===== src/ils_pkg.sv =====
// shared types, constants and codes for the indexed list store
`default_nettype none

package ils_pkg;

    // list geometry
    localparam int DEPTH   = 64;
    localparam int IDX_W   = (DEPTH > 1) ? $clog2(DEPTH) : 1;
    localparam int CNT_W   = $clog2(DEPTH + 1);
    localparam int POS_W   = 7;
    localparam int CMP_W   = (CNT_W > POS_W) ? CNT_W : POS_W;
    localparam int KEY_W   = 16;
    localparam int PAY_W   = 64;

    // lookup tree: cells are gathered in groups of eight
    localparam int GROUP   = 8;
    localparam int GRP_W   = $clog2(GROUP);
    localparam int NGROUP  = (DEPTH + GROUP - 1) / GROUP;

    // request codes
    typedef enum logic [2:0] {
        ACT_INS_FIRST = 3'd0,
        ACT_INS_AT    = 3'd1,
        ACT_INS_LAST  = 3'd2,
        ACT_DEL_FIRST = 3'd3,
        ACT_DEL_AT    = 3'd4,
        ACT_DEL_LAST  = 3'd5,
        ACT_FIND      = 3'd6,
        ACT_NOP       = 3'd7
    } action_t;

    // result codes
    typedef enum logic [2:0] {
        STS_OK       = 3'd0,
        STS_FULL     = 3'd1,
        STS_EMPTY    = 3'd2,
        STS_BADPOS   = 3'd3,
        STS_NOTFOUND = 3'd4
    } status_t;

    // sequencer states
    typedef enum logic [1:0] {
        STATE_IDLE,
        STATE_LOOK,
        STATE_COMMIT
    } state_t;

    // control broadcast to every cell of the chain
    typedef struct packed {
        logic             en;
        logic             ins;
        logic             del;
        logic [IDX_W-1:0] pos;
        logic [CNT_W-1:0] count;
        logic [KEY_W-1:0] cmp_key;
        logic [KEY_W-1:0] new_key;
        logic [PAY_W-1:0] new_payload;
    } cell_ctrl_t;

endpackage

`default_nettype wire


===== src/ils_cell.sv =====
// one list entry: holds a key and payload, shifts to or from its neighbours
`default_nettype none

module ils_cell (
    input  wire logic                     aclk,
    input  wire ils_pkg::cell_ctrl_t      ctrl,
    input  wire logic [ils_pkg::IDX_W-1:0] idx,
    input  wire logic [ils_pkg::KEY_W-1:0] prev_key,
    input  wire logic [ils_pkg::PAY_W-1:0] prev_payload,
    input  wire logic [ils_pkg::KEY_W-1:0] next_key,
    input  wire logic [ils_pkg::PAY_W-1:0] next_payload,
    output logic      [ils_pkg::KEY_W-1:0] key,
    output logic      [ils_pkg::PAY_W-1:0] payload,
    output logic                           match,
    output logic                           hit
);

    logic [ils_pkg::KEY_W-1:0] key_reg;
    logic [ils_pkg::KEY_W-1:0] key_next;
    logic [ils_pkg::PAY_W-1:0] payload_reg;
    logic [ils_pkg::PAY_W-1:0] payload_next;

    // move selection: new item, from lower neighbour, from upper neighbour
    always_comb begin
        key_next     = key_reg;
        payload_next = payload_reg;
        if (ctrl.en && ctrl.ins) begin
            if (idx == ctrl.pos) begin
                key_next     = ctrl.new_key;
                payload_next = ctrl.new_payload;
            end else if (idx > ctrl.pos) begin
                key_next     = prev_key;
                payload_next = prev_payload;
            end
        end else if (ctrl.en && ctrl.del) begin
            if (idx >= ctrl.pos) begin
                key_next     = next_key;
                payload_next = next_payload;
            end
        end
    end

    // entry storage
    always_ff @(posedge aclk) begin
        key_reg     <= key_next;
        payload_reg <= payload_next;
    end

    // local compare against the searched key and the requested position
    assign match   = (ils_pkg::CNT_W'(idx) < ctrl.count) && (key_reg == ctrl.cmp_key);
    assign hit     = (idx == ctrl.pos);
    assign key     = key_reg;
    assign payload = payload_reg;

endmodule

`default_nettype wire


===== config.mk =====
export PLATFORM = sky130hd
export DESIGN_NAME = ils_cell
export DESIGN_NICKNAME = d
export VERILOG_FILES = /design/src/ils_pkg.sv /design/src/ils_cell.sv
export SDC_FILE = /design/constraint.sdc
export NUM_CORES = 1
export LEC_CHECK = 0
export BUFFER_PORTS_ARGS = -buffer_cell sky130_fd_sc_hd__buf_2
export CAP_MARGIN = 20
export CORE_AREA = 10 10 134 136
export DETAILED_ROUTE_END_ITERATION = 16
export DIE_AREA = 0 0 144 146
export PLACE_DENSITY = 0.75
export SLEW_MARGIN = 20
export SYNTH_ARGS = -nofsm -noshare
export SYNTH_HDL_FRONTEND = slang
export SYNTH_SLANG_ARGS = --single-unit

===== constraint.sdc =====
create_clock -name aclk -period 7.7 [get_ports aclk]
set_input_delay 1.925 -clock aclk [delete_from_list [all_inputs] [get_ports aclk]]
set_output_delay 1.925 -clock aclk [all_outputs]
set_load 0.005 [all_outputs]

==> results.toml <==
[clock_tree]
cts_sinks = 80
path_clk_slew_ns = 0.07
cts_tree = "done"
clockBufferDepth = 2
cts_made_buffers = 9
cts_hold_buf = 0
root_buffer = "clkbuf_16"
cts-resized-gates = 0
post_cts_buffers = 0
htree_levels = 3

[timing]
hold_viol_final = 0
finalCriticalPeriod_ns = 4.93
fmax_ghz = 0.203
finalMaxSlewViolations = 0
max_slew_margin_pct = 29.8
grt_setup_unrepaired = "no"
setup_tns_ns = 0
worst_pin_slew_ns = 1.05
finalSetupViolCount = 0
finalCritPeriodShare_pct = 64.0
whs_ns = 1.91

[critical_path]
cp_common_cell = "buf_2"
crit_path_top_delay_cell = "nor4_1"
timing.critical_path.cells = "buf_2 > xor2_1 > nor4_1 > nand4_1 > nor2_1 > buf_2"
max_stage_delay_ns = 0.35
critPathKind = "in2out"
crit_family = "simple AND/OR/NAND/NOR gates"
cp.required_ns = 5.78
crit_path_max_fanout = 1
end_kind = "output pin"
crit_arrival_ns = 3.00
cp_num_buf_inv = 2
critPathLaunchType = "primary input"

[synthesis]
mappedNetlistNets = 700
synth.area.top_cells = "edfxtp_1 (52%), mux2i_1 (17%), a21oi_1 (9.0%), nor2_1 (6.6%), buf_12 (3.9%)"
postSynthCellCount = 410
async_flop_share_pct = 0
synth_most_common_cell = "a21oi_1"
synth-edff-count = 80
synth_top_area_cell = "edfxtp_1"
yosysTopAreaCellShare_pct = 51.8
syn_avg_cell_area_um2 = 11.3
yosys_register_bits = 80
synthTopCellsByCount = "a21oi_1 (83), nor2_1 (81), edfxtp_1 (80), mux2i_1 (80), xor2_1 (16)"
syn_area_um2 = 4640
yosys_most_used_dff = "edfxtp_1"
ys_types = 26
yosys_warnings = 0
ys_seq_area_share_pct = 51.8

[detailed_routing]
wl_met1_um = 6380
ant_nets = 0
avgRoutedWirePerCell_um = 17.9
drc = 0
vias = 4390
via_per_inst = 4.60
drt_iter0_drc = 121
wl_um = 17100
dr_wl_met2_um = 8430
top_layer_used = "met4"
drt-pass1-iter-count = 4
dr_wl_met3_um = 1860

[global_route]
grt_pass1_vias = 4792
grt_start_max_net_pins = 82
grt_pass1_wl_um = 25300
grt_usage_pct = 15.5
antenna_found_initial = 0
grt-ovfl-total = 0

[pwr]
p_switching_w = 0.000304
power.internal_w = 0.000899
netSwitchingFraction_pct = 25.3
power.density_nw_per_um2 = 178
peakVddDrop_mv = 0.0925
pwr-share-clk_pct = 35.7
p_comb_share_pct = 19.0
leakage_nw = 3.02
power_frac_seq_pct = 45.3

[floorplanning]
core_area_um2 = 15500
pin_count = 361
die_h_um = 146
dieArea_um2 = 21000
initial_core_util_pct = 30.0
rows = 46
die_w_um = 144

[place]
numPortBuffers = 360
hpwl_um = 14100
gp_congestion = 0.904

[finish]
n_fill_cell = 1529
final_nets = 1048
drive_gt1_share_pct = 50.2
largest_register_ff_count = 64
area_delta_synth_final_pct = 45.9
n_antenna_cell = 0

[job]
cap_violations = 0

[status]
outcome = "complete, no violations"

[hold_path]
min_path_type = "in2reg"
==> metal layers <==
| metal | vias to the layer above | global-route usage, % |
|---|---|---|
| li1 | 2189 | - |
| met2 | 228 | 26.5 |
| met5 | - | 0 |
| met3 | 24 | 6.36 |
| met1 | 1949 | 16.3 |
| met4 | 0 | 6.69 |
==> stage by stage <==
stage / util (%) / area (µm²) / cells / setup WS (ns) / total power [W]
final: 43.7 / 6770 / 955 / 2.77 / 0.00120
after global routing: 43.7 / 6770 / 955 / 2.71 / 0.00127
after CTS: 43.7 / 6770 / 955 / 2.76 / 0.00122
after detailed placement: 41.8 / 6470 / 939 / 2.77 / 0.000787
after global placement: 41.8 / 6470 / 939 / 2.76 / 0.000782
after floorplan: - / 4640 / 410 / 0.359 / 0.000651
==> path summary, 6_finish.rpt <==
kind / startpoint / slack [ns] / to / depth (start not counted)
setup / recovery: ctrl[94] / 2.77 / match / 6
hold / removal: next_payload[48] / 1.91 / payload[48] / 3
==> cells by family after synthesis <==
group | after synthesis | share of synthesized area, %
fa+ha+maj | 11 | 2.97
mux | 80 | 17.3
buf+inv | 38 | 6.36
compound gates | 91 | 10.1
simple gates | 94 | 8.49
xor+xnor | 16 | 3.02
flops | 80 | 51.8
==> layout make-up <==
| class | instances | area [µm²] | share of cell area, % |
|---|---|---|---|
| timing repair buffer | 364 | 1830 | 27.1 |
| inverter | 11 | 41.3 | 0.610 |
| multi-input combinational | 292 | 1960 | 28.9 |
| sequential | 80 | 2400 | 35.5 |
| clock buffer | 10 | 229 | 3.38 |
| tap | 192 | 240 | 3.55 |
| clock inverter | 6 | 67.6 | 0.998 |
==> placed cells by master (no fill, tap or decap), drive strengths merged, types with 3 or more instances in the layout <==
master    n
mux2i    80
nor2     81
edfxtp   80
inv      13
nor4      4
nand2     3
xor2     16
clkbuf   10
ha       11
a21oi    83
buf     364
==> power groups by stage <==
stage / clock network [W] / registers (W) / logic (W)
floorplan: 0 / 0.000562 / 0.0000891
global route: 0.000465 / 0.000549 / 0.000257
CTS: 0.000444 / 0.000546 / 0.000234
finish: 0.000429 / 0.000545 / 0.000229
detailed placement: 0 / 0.000555 / 0.000233
global placement: 0 / 0.000553 / 0.000229
Power figures use the tool's default switching activity.
